[src/hw/rtl/fdt_pkg.sv]
package fdt_pkg;

    // Defaults for the top-level parameters.
    localparam int CoordBitsDef = 12;
    localparam int FracBitsDef  = 16;

    // Fixed port geometry.
    localparam int FieldCoordW = 12;
    localparam int CoordMaxW   = 16;
    localparam int InDataW     = 88;
    localparam int OutDataW    = 32;
    localparam int CfgIdxW     = 3;
    localparam int CfgDataW    = 64;

    // Depth of the queue between front and back.
    localparam int QueueDepth = 4;

    // Register indexes of the configuration port.
    localparam logic [CfgIdxW-1:0] RegCoefA   = 3'd0;
    localparam logic [CfgIdxW-1:0] RegCoefB   = 3'd1;
    localparam logic [CfgIdxW-1:0] RegCoefC   = 3'd2;
    localparam logic [CfgIdxW-1:0] RegCoefD   = 3'd3;
    localparam logic [CfgIdxW-1:0] RegCoefE   = 3'd4;
    localparam logic [CfgIdxW-1:0] RegCoefF   = 3'd5;
    localparam logic [CfgIdxW-1:0] RegFloor   = 3'd6;
    localparam logic [CfgIdxW-1:0] RegCeiling = 3'd7;

    localparam logic signed [31:0] S32Max = 32'sh7FFF_FFFF;
    localparam logic signed [31:0] S32Min = 32'sh8000_0000;

    // Homography and baseline, each signed fixed point.
    typedef struct packed {
        logic signed [31:0] h00;
        logic signed [31:0] h01;
        logic signed [31:0] h02;
        logic signed [31:0] h10;
        logic signed [31:0] h11;
        logic signed [31:0] h12;
        logic signed [31:0] h20;
        logic signed [31:0] h21;
        logic signed [31:0] h22;
        logic signed [31:0] b1;
        logic signed [31:0] b2;
        logic signed [31:0] b3;
    } t_coefs;

    // One division job: sign and magnitude of the numerator, and the denominator.
    typedef struct packed {
        logic        neg;
        logic [63:0] mag;
        logic [63:0] den;
    } t_div_job;

    typedef struct packed {
        logic full;
        logic empty;
    } t_q_stat;

    function automatic logic signed [31:0] sat32(input logic signed [95:0] v);
        logic signed [31:0] r;
        if (v > 96'(S32Max)) begin
            r = S32Max;
        end else if (v < 96'(S32Min)) begin
            r = S32Min;
        end else begin
            r = v[31:0];
        end
        return r;
    endfunction

endpackage

[src/hw/rtl/fdt_queue.sv]
module fdt_queue (
    input  logic              i_clk,
    input  logic              i_rst_n,
    input  logic              i_push,
    input  fdt_pkg::t_div_job i_job,
    input  logic              i_pop,
    output fdt_pkg::t_div_job o_job,
    output fdt_pkg::t_q_stat  o_stat
);
    import fdt_pkg::*;

    localparam int PtrW = $clog2(QueueDepth);

    t_div_job          r_mem [QueueDepth];
    logic [PtrW-1:0]   r_wp, r_rp;
    logic [PtrW:0]     r_cnt;

    always_ff @(posedge i_clk) begin
        if (i_push) begin
            r_mem[r_wp] <= i_job;
        end
    end

    always_ff @(posedge i_clk) begin
        if (!i_rst_n) begin
            r_wp  <= '0;
            r_rp  <= '0;
            r_cnt <= '0;
        end else begin
            if (i_push) begin
                r_wp <= r_wp + 1'b1;
            end
            if (i_pop) begin
                r_rp <= r_rp + 1'b1;
            end
            r_cnt <= r_cnt + (PtrW+1)'(i_push) - (PtrW+1)'(i_pop);
        end
    end

    assign o_job        = r_mem[r_rp];
    assign o_stat.full  = (r_cnt == (PtrW+1)'(QueueDepth));
    assign o_stat.empty = (r_cnt == '0);

endmodule

[config.mk]
export PLATFORM = sky130hd
export DESIGN_NAME = fdt_queue
export DESIGN_NICKNAME = d
export VERILOG_FILES = /design/src/hw/rtl/fdt_pkg.sv /design/src/hw/rtl/fdt_queue.sv
export SDC_FILE = /design/constraint.sdc
export NUM_CORES = 1
export LEC_CHECK = 0
export BUFFER_PORTS_ARGS = -buffer_cell sky130_fd_sc_hd__buf_2
export CORE_UTILIZATION = 51
export DETAILED_ROUTE_END_ITERATION = 7
export GPL_TIMING_DRIVEN = 0
export HOLD_SLACK_MARGIN = 0.06
export PLACE_DENSITY = 0.81
export SYNTH_ARGS = -nofsm -noshare
export SYNTH_HDL_FRONTEND = slang
export SYNTH_SLANG_ARGS = --single-unit
[constraint.sdc]
create_clock -name i_clk -period 10.29 [get_ports i_clk]
set_input_delay 0.5145 -clock i_clk [delete_from_list [all_inputs] [get_ports i_clk]]
set_output_delay 0.5145 -clock i_clk [all_outputs]
set_load 0.01 [all_outputs]
# == Word level (Yosys, flattened, before mapping) ==
# Memory sizes are Yosys's and may differ from the RTL's. A register that Yosys moved wholly into a read port is not among the register bits.
# Index checks and enable logic that the tools add are counted.
# totals
register_bits,7
mem_bits_rw,516
inputBits,133
output_inout_bits,131
n_memories,1
# classes
n_addsub,4
n_eq_ne,1
mux,4
reduce_logical,1
# mem_list
name,words,word_bits,rd,rd_clocked_by_memory_dff,write_ports,line_no,source
r_mem,4,129,1,1,1,fdt_queue.sv:14,t_div_job r_mem [QueueDepth];
# ops
cell,n
$add 2x1->2 const B,2
$mux 2,2
$add 3x1->3,1
$eq 3x3->1 const B,1
$logic_not 3->1,1
$sub 3x1->3,1
$mux 1,2

# == Logic depth before layout (Yosys ltp) ==
# Gate-level depths: netlist (run 1).
# logic_depth
depth_word,3
depth_mapped,7
depth_no_buf,7

# == Worst setup path before layout (run 1) ==
# OpenSTA, ideal clock, no wires.
# synth_timing
kind,reg-to-reg
from,register r_wp[0]
to,memory r_mem[0][0] in the netlist's numbering (enable)
setup_ns,0.503
arrival_time_ns,3.503
path_slack_ns,6.284
stages_incl_launch_ff,4
cell_sequence,dfxtp_1 -> inv_1 -> ha_1 -> and2_1
# synth_rtl
item,line_no,source
start: declaration,fdt_queue.sv:15,"logic [PtrW-1:0] r_wp, r_rp;"
start signal: assignment,fdt_queue.sv:31,r_wp <= r_wp + 1'b1;
end: declaration,fdt_queue.sv:14,
# Straight into the memory's write port.

==> out/qor.txt, run 1 <==
status: complete, no violations
routability cong.: 0.716
total gr overflow: 0
actual slew at the worst max-slew pin: 0.767 ns
Slew headroom: 0.489
die width: 195 um
CTS Hold Bufs: 0
fmax: 344 MHz
DRC viols: 0
final WL: 34.7 mm
clock tree root buffer cell: clkbuf_16
register share of total power: 0.528
synthesis-stage register bit count: 525
DRT iter0 DRCs: 441
Final Core Density: 0.621
Num Clock Sinks: 525
Final Hold Fails: 0
Hold Slack: 0.150 ns
Post-Syn Area: 0.0191 sq mm
# rows: 70
vias in the first global route: 9228
sequential fraction of the synthesis area: 0.822
P_sw: 1.01 mW
Comb pwr share: 0.097
Crit Path Class: register to output pin
synth top area cells: edfxtp_1 81%, mux4_2 15%, dfxtp_1 0.95%
cells after synthesis: 716
Placed Area: 0.0212 sq mm
Clock Pin Slew Worst Setup and Hold Paths: 0.06 ns
RSZ-0062 raised after global routing: no
fin crit share: 0.282
switching portion of total power: 0.214
number of H-tree levels: 2
# placed instances: 1455
Vias: 8500
CTS resizes: 0
area delta synth->final: 19.6%
Initial Util: 0.520
worst min path class: input port to register
Leak: 7.72 nW
Peak VDD IR: 0.150 mV
TritonCTS Buffers: 50
worst slack at placement: 7.95 ns
share of cells above drive strength 1: 0.463
CTS Buffer Depth: 3
Cell variety after synth: 20
multi-input logic area: 0.00315 sq mm
final cell count without fillers: 1553
DRT antenna net count: 0
worst setup margin: 7.38 ns
Die Ht: 195 um
FF/Latch Area: 0.0157 sq mm
Startpoint Class: register
DP Wirelength: 21.7 mm
internal power: 3.70 mW
IO Pins: 264
first-pass GRT wire length: 52.8 mm
Arrival @ worst endpoint: 2.39 ns
design area: 0.0228 sq mm
Synth Area per Inst: 26.6 sq um
Fillers: 2415
Worst Skew: 0.00861 ns
DR pass1 iterations: 4
total negative slack: 0 ns
drt wl/cell: 22.3 um
ys flop type: edfxtp_1
largest net degree at the start of global routing: 59
DIE AREA: 0.0382 sq mm
final total power: 4.70 mW
MaxCap Viol Count: 0
number of synthesis warnings: 0
Final setup viols: 0
CP Max Fanout: 10
Final nets: 1179
Core ar.: 0.0367 sq mm
Period minus WS final: 2.91 ns
crit end category: output pin
Skew-Pair Late Insertion Delay: 0.57 ns
CTS tree: built
vias per cell: 5.47
Critical Path RT: 9.78 ns
Yosys top cell by area: edfxtp_1
Post-synth EDFFs: 516
FFs w/ async S/R, synth: 0
share of the synthesized area in the top cell type: 0.813
pwr dens: 206 mW/mm^2
total setup buffers inserted after CTS: 0
max-slew violations: 0
PortBufs: 263
initial antenna violation count: 6
Global Route Usage Sum: 0.186
power share of the clock group: 0.375
Mapped Nets: 856
==> area by class of cell <==
| type | instances | area share |
|---|---|---|
| Clock buffer | 67 | 0.0609 |
| Clock inverter | 27 | 0.00911 |
| Multi-Input combinational cell | 156 | 0.138 |
| Sequential cell | 525 | 0.687 |
| Antenna cell | 4 | 0.000439 |
| Buffer | 28 | 0.00971 |
| Tap cell | 468 | 0.0257 |
| Timing Repair Buffer | 271 | 0.0674 |
| Inverter | 7 | 0.00115 |
==> placed cells by master (no fill, tap or decap) <==
| cell type | Yosys | layout |
|---|---|---|
| edfxtp_1 | 516 | 516 |
| buf_2 | 9 | 272 |
| mux4_2 | 129 | 129 |
| clkbuf_16 | 0 | 53 |
| clkbuf_1 | 4 | 17 |
| buf_6 | 13 | 13 |
| clkinv_2 | 0 | 11 |
| clkinv_1 | 0 | 10 |
| dfxtp_1 | 9 | 9 |
| buf_16 | 0 | 8 |
| inv_1 | 7 | 7 |
| ha_1 | 6 | 6 |
| nor2_1 | 5 | 5 |
| diode_2 | 0 | 4 |
| and2_4 | 0 | 4 |
| bufinv_16 | 0 | 3 |
| buf_4 | 2 | 2 |
| and2_1 | 6 | 2 |
| xnor2_1 | 2 | 2 |
| clkinv_4 | 0 | 2 |
| nor3_1 | 1 | 1 |
| and3_1 | 1 | 1 |
| a21bo_2 | 1 | 1 |
| nand3b_1 | 1 | 1 |
| a21oi_1 | 1 | 1 |
| mux2i_1 | 1 | 1 |
| xor3_1 | 1 | 1 |
| fa_1 | 1 | 1 |
| clkbuf_8 | 0 | 1 |
| clkinvlp_4 | 0 | 1 |
==> power groups by stage <==
stage	Clock, mW	Combinational, mW	Sequential, mW
3_3_place_gp	0	0.444	2.54
2_1_floorplan	0	0.268	2.53
3_5_place_dp	0	0.465	2.53
6_report	1.76	0.457	2.48
5_1_grt	1.88	0.492	2.49
4_1_cts	1.81	0.468	2.48
==> cell usage after synthesis (2+ instances only) <==
cell / count
edfxtp_1: 516
mux4_2: 129
buf_6: 13
buf_2: 9
dfxtp_1: 9
inv_1: 7
and2_1: 6
ha_1: 6
nor2_1: 5
clkbuf_1: 4
buf_4: 2
xnor2_1: 2
==> flip-flops by register name, summed over array words and instances, names as in the netlist, named ones only <==
| name | flops |
|---|---|
| r_cnt | 3 |
| r_mem | 516 |
| r_wp | 2 |
| r_rp | 2 |
==> critical path: stages, from the launching register on <==
cell and delay, ns:
dfxtp_1 0.34, buf_4 0.26, clkbuf_1 0.62, mux4_2 0.41
buf_2 0.18
==> final timing paths <==
kind | from | endpoint | slack (ns) | depth (start not counted)
worst min register to register | r_wp[1] | r_wp[1] | 0.57 | 2
worst max register to register | r_wp[0] | r_mem[3][22] | 8.40 | 3
worst min-delay path | i_job[79] | r_mem[3][79] | 0.15 | 1
worst max-delay path | register | o_job[74] | 7.38 | 4
==> layer usage <==
layer | GRT usage | vias up | routed length [um]
li1 | - | 3759 | -
met1 | 0.234 | 4391 | 13700
met2 | 0.312 | 301 | 17600
met3 | 0.0547 | 45 | 2760
met4 | 0.0627 | 4 | 648
met5 | 0 | - | 22
==> cells by family (layout without fill, tap and decap cells) <==
| kind of cell | count (synthesis) | after routing | share of synthesized area |
|---|---|---|---|
| AOI/OAI and AO/OA | 2 | 2 | 0.000787 |
| xor gates and xnor gates | 3 | 3 | 0.00217 |
| adders and majority gates | 7 | 7 | 0.00499 |
| buffers and inverters | 35 | 400 | 0.0130 |
| DFF | 525 | 525 | 0.822 |
| muxes | 130 | 130 | 0.153 |
| other | 0 | 4 | 0 |
| and+or+nand+nor | 14 | 14 | 0.00394 |
Power figures use the tool's default switching activity.
==> run 2: changes to the inputs <==
==> constraint.sdc (replaced) <==
create_clock -name i_clk -period 2.7 [get_ports i_clk]
set_input_delay 0.135 -clock i_clk [delete_from_list [all_inputs] [get_ports i_clk]]
set_output_delay 0.135 -clock i_clk [all_outputs]
set_load 0.01 [all_outputs]
==> out/qor.txt, run 2 (synthesis gave the netlist of run 1 again) <==
TritonCTS Buffers: 49
crit end category: output pin
vias per cell: 5.45
Worst Hold Launch: i_job[111]
share of cells above drive strength 1: 0.413
largest net degree at the start of global routing: 57
Final Hold Fails: 0
DRT iter0 DRCs: 626
final WL: 38.1 mm
Period minus WS final: 2.46 ns
die width: 195 um
Leak: 8.23 nW
RSZ-0062 raised after global routing: no
Clock Pin Slew Worst Setup and Hold Paths: 0.06 ns
pwr dens: 741 mW/mm^2
Final nets: 1310
vias in the first global route: 10200
actual slew at the worst max-slew pin: 0.708 ns
Vias: 9142
total gr overflow: 0
CTS Buffer Depth: 3
DRC viols: 0
Core ar.: 0.0367 sq mm
Critical Path Max Stage Delay: 0.56 ns
routability cong.: 0.711
Comb pwr share: 0.108
area delta synth->final: 25.9%
FF/Latch Area: 0.0157 sq mm
fmax: 406 MHz
register share of total power: 0.532
PortBufs: 263
number of H-tree levels: 2
initial antenna violation count: 1
clock tree root buffer cell: clkbuf_16
MaxCap Viol Count: 0
CP Max Fanout: 10
Startpoint Class: register
first-pass GRT wire length: 58.6 mm
Global Route Usage Sum: 0.208
final total power: 17.8 mW
commonest non-fill, non-tap cell in the layout: edfxtp_1
max-slew violations: 0
Worst Skew: 0.0170 ns
Peak VDD IR: 0.756 mV
r2r startpoint: r_wp[0]
Register-to-Register Path Depth: 3
Num Clock Sinks: 525
drt wl/cell: 22.7 um
WHS Endpoint: r_mem[0][111]
switching portion of total power: 0.222
Top reg by flops: r_mem
IO Pins: 264
Die Ht: 195 um
power share of the clock group: 0.359
Skew-Pair Late Insertion Delay: 0.58 ns
internal power: 13.8 mW
worst setup margin: 0.238 ns
Worst R2R End: r_mem[1][15]
CP max stage cell: clkbuf_1
DR pass1 iterations: 4
P_sw: 3.94 mW
Fillers: 2263
CP cell instances: buf_4, clkbuf_1, mux4_2, buf_2
reg2reg setup slack: 0.77 ns
Crit Path Class: register to output pin
CTS resizes: 0
hold depth: 2
Largest register FFs: 516
fin crit share: 0.912
worst min path class: input port to register
status: complete, no violations
total setup buffers inserted after CTS: 0
biggest regs: r_mem x516, r_cnt x3
Arrival @ worst endpoint: 2.33 ns
DP Wirelength: 22.1 mm
# rows: 70
Final setup viols: 0
Slew headroom: 0.528
leading cell types in the layout, fill and taps excluded: 516 x edfxtp_1, 272 x buf_2, 132 x dlygate4sd3_1, 129 x mux4_2, 51 x clkbuf_16
multi-input logic area: 0.00315 sq mm
DRT antenna net count: 0
Hold Slack: 0.302 ns
Initial Util: 0.520
Final Core Density: 0.654
CTS tree: built
worst slack at placement: 0.754 ns
Critical Path RT: 2.57 ns
DIE AREA: 0.0382 sq mm
run 2: changes by cell type in the layout (fill, tap and decap cells not counted), moves of 2 or more:
cell           change
diode_2            -3
dlygate4sd3_1    +132
bufinv_16          -2
clkinv_1           +3
clkbuf_1           -6
clkbuf_16          -2
clkinv_2           +5
run 2: critical path: cells and delay by family (launching register included):
family	cells	cell delay (ns)
flops	1	0.34
mux	1	0.42
buf+inv	3	0.98
run 2: layout make-up:
class,count,share of cell area
inverter,7,0.00109
multi-input combinational,156,0.131
sequential,525,0.653
clock inverter,32,0.00735
timing repair buffer,403,0.119
clock buffer,58,0.0543
antenna,1,0.000104
buffer,28,0.00923
tap,468,0.0244
run 2: how the worst max path moves through the flow:
| stage | endpoint | slack [ns] |
|---|---|---|
| floorplan | r_mem[2][0] | 0.13 |
| global placement | r_mem[1][15] | -1.07 |
| finish | o_job[72] | 0.24 |
| global route | o_job[73] | 0.14 |
| detailed placement | r_mem[1][19] | 0.75 |
| CTS | o_job[73] | 0.14 |
run 2: routing by layer:
layer,part of all wire,track usage,routed length (um)
met2,0.52,0.357,19800
met3,0.062,0.0499,2380
met4,0.034,0.0922,1280
met1,0.38,0.253,14700
met5,0,0,0
run 2: power groups by stage:
stage,sequential (mW),combinational [mW],clock [mW]
finish,9.47,1.93,6.39
global route,9.49,2.07,6.77
CTS,9.46,1.94,6.47
detailed placement,9.63,1.77,0
global placement,9.64,1.69,0
floorplan,9.62,1.02,0
run 2: per-stage QoR:
stage               TNS [ns]  cells  area, sq um
finish                     0   1678        24000
global route               0   1677        24000
CTS                        0   1677        24000
detailed placement         0   1455        21200
global placement     -543.26   1447        21000
floorplan                  0    716        19100
run 2: what timing repair did:
action / 4_1_cts / 5_1_grt
setup endpoints to repair: 0 / 0
endpoints found under the hold margin: 525 / 0
hold buffers: 132 / 0
==> run 3: changes to the inputs <==
--- a/config.mk
+++ b/config.mk
@@ -5,12 +5,14 @@
 export SDC_FILE = /design/constraint.sdc
 export NUM_CORES = 1
 export LEC_CHECK = 0
-export BUFFER_PORTS_ARGS = -buffer_cell sky130_fd_sc_hd__buf_2
+export ABC_CLOCK_PERIOD_IN_PS = 2700
+export BUFFER_PORTS_ARGS = -buffer_cell sky130_fd_sc_hd__buf_4
 export CORE_UTILIZATION = 51
 export DETAILED_ROUTE_END_ITERATION = 7
 export GPL_TIMING_DRIVEN = 0
 export HOLD_SLACK_MARGIN = 0.06
 export PLACE_DENSITY = 0.81
+export SLEW_MARGIN = 20
 export SYNTH_ARGS = -nofsm -noshare
 export SYNTH_HDL_FRONTEND = slang
 export SYNTH_SLANG_ARGS = --single-unit
==> out/qor.txt, run 3 (synthesis gave the netlist of run 1 again) <==
largest net degree at the start of global routing: 48
number of H-tree levels: 2
final cell count without fillers: 1687
PortBufs: 263
Final nets: 1315
Clock Pin Slew Worst Setup and Hold Paths: 0.06 ns
Period minus WS final: 2.51 ns
area delta synth->final: 30.3%
Worst R2R End: r_mem[2][87]
reg2reg setup slack: 0.77 ns
most used cell, CP: buf_4
Peak VDD IR: 0.608 mV
GRT Max-Usage Layer: met2
die width: 195 um
Slew headroom: 0.509
RSZ-0062 raised after global routing: no
final total power: 18.4 mW
DR pass1 iterations: 4
r2r startpoint: r_wp[0]
Worst Hold Launch: i_job[49]
fin crit share: 0.931
hold depth: 2
final WL: 39.5 mm
CTS tree: built
GR Util met3: 0.0611
vias per cell: 5.50
# placed instances: 1458
Final Hold Fails: 0
total setup buffers inserted after CTS: 0
drt wl/cell: 23.4 um
M2 GR Usage: 0.371
actual slew at the worst max-slew pin: 0.736 ns
CP top delay family: buffers and inverters
Top reg by flops: r_mem
Num Clock Sinks: 525
Register-to-Register Path Depth: 4
initial antenna violation count: 1
routability cong.: 0.727
leading cell types in the layout, fill and taps excluded: 516 x edfxtp_1, 265 x buf_4, 132 x dlygate4sd3_1, 129 x mux4_2, 51 x clkbuf_16
CP cell instances: buf_4, clkbuf_1, mux4_2, buf_4
Final setup viols: 0
crit end category: output pin
commonest non-fill, non-tap cell in the layout: edfxtp_1
DRT iter0 DRCs: 602
Critical Path Max Stage Delay: 0.60 ns
TritonCTS Buffers: 51
biggest regs: r_mem x516, r_cnt x3
WHS Endpoint: r_mem[2][49]
DP Wirelength: 22.9 mm
Crit Path Class: register to output pin
met1 Use GR: 0.257
CP bufs+invs: 3
CTS Buffer Depth: 3
total gr overflow: 0
Worst Skew: 0.0177 ns
status: complete, no violations
vias in the first global route: 10200
Skew-Pair Late Insertion Delay: 0.59 ns
Die Ht: 195 um
CP Max Fanout: 10
DRC viols: 0
Critical Path RT: 2.57 ns
Vias: 9282
IO Pins: 264
clock tree root buffer cell: clkbuf_16
Core ar.: 0.0367 sq mm
DRT antenna net count: 0
Leak: 8.52 nW
max-slew violations: 0
Hold Slack: 0.293 ns
Arrival @ worst endpoint: 2.38 ns
Largest register FFs: 516
share of cells above drive strength 1: 0.412
# rows: 70
Fillers: 2192
Startpoint Class: register
fmax: 398 MHz
CP max stage cell: clkbuf_1
MaxCap Viol Count: 0
DIE AREA: 0.0382 sq mm
first-pass GRT wire length: 59.5 mm
worst min path class: input port to register
Global Route Usage Sum: 0.212
pwr dens: 742 mW/mm^2
Initial Util: 0.520
[run 3: per-stage QoR]
step / setup TNS, ns / area (sq um) / setup WS (ns) / utilization
CTS: 0 / 24800 / 0.120 / 0.677
finish: 0 / 24800 / 0.185 / 0.677
global placement: -550.37 / 21600 / -1.10 / 0.589
global route: 0 / 24800 / 0.0816 / 0.677
floorplan: 0 / 19100 / 0.130 / -
detailed placement: 0 / 21900 / 0.760 / 0.597
[run 3: worst max-delay path by stage]
stage / startpoint / endpoint / slack [ns] / depth (start not counted)
2_1_floorplan: r_wp[0] / r_mem[2][0] / 0.13 / 3
3_3_place_gp: r_wp[0] / r_mem[1][15] / -1.10 / 2
3_5_place_dp: r_wp[0] / r_mem[2][15] / 0.76 / 4
4_1_cts: register / o_job[73] / 0.12 / 4
5_1_grt: register / o_job[72] / 0.08 / 4
6_report: register / o_job[73] / 0.19 / 4
[run 3: power by group]
part / internal [mW] / switching, mW / leakage, nW
combinational: 1.17 / 1.03 / 2.93
clock: 3.88 / 2.89 / 0.782
sequential: 9.37 / 0.0992 / 4.81
[run 3: cell type report]
| class | count | area, sq um | area share |
|---|---|---|---|
| Inverter | 7 | 26.3 | 0.00106 |
| Clock buffer | 64 | 1330 | 0.0533 |
| Sequential cell | 525 | 15700 | 0.631 |
| Timing Repair Buffer | 406 | 3580 | 0.144 |
| Clock inverter | 32 | 274 | 0.0110 |
| Multi-Input combinational cell | 156 | 3150 | 0.127 |
| Tap cell | 468 | 586 | 0.0236 |
| Buffer | 28 | 221 | 0.00892 |
| Antenna cell | 1 | 2.50 | 0.000101 |
[run 3: repair_timing]
action	4_1_cts	5_1_grt
hold endpoints to repair	525	0
hold buffers	132	0
resized for setup	0	0
[run 3: routing by layer]
| layer | part of all wire | up-vias | routed length [um] |
|---|---|---|---|
| met5 | 0 | - | 0 |
| met3 | 0.071 | 68 | 2820 |
| met1 | 0.37 | 4838 | 14800 |
| li1 | - | 4022 | - |
| met2 | 0.53 | 354 | 21100 |
| met4 | 0.022 | 0 | 867 |
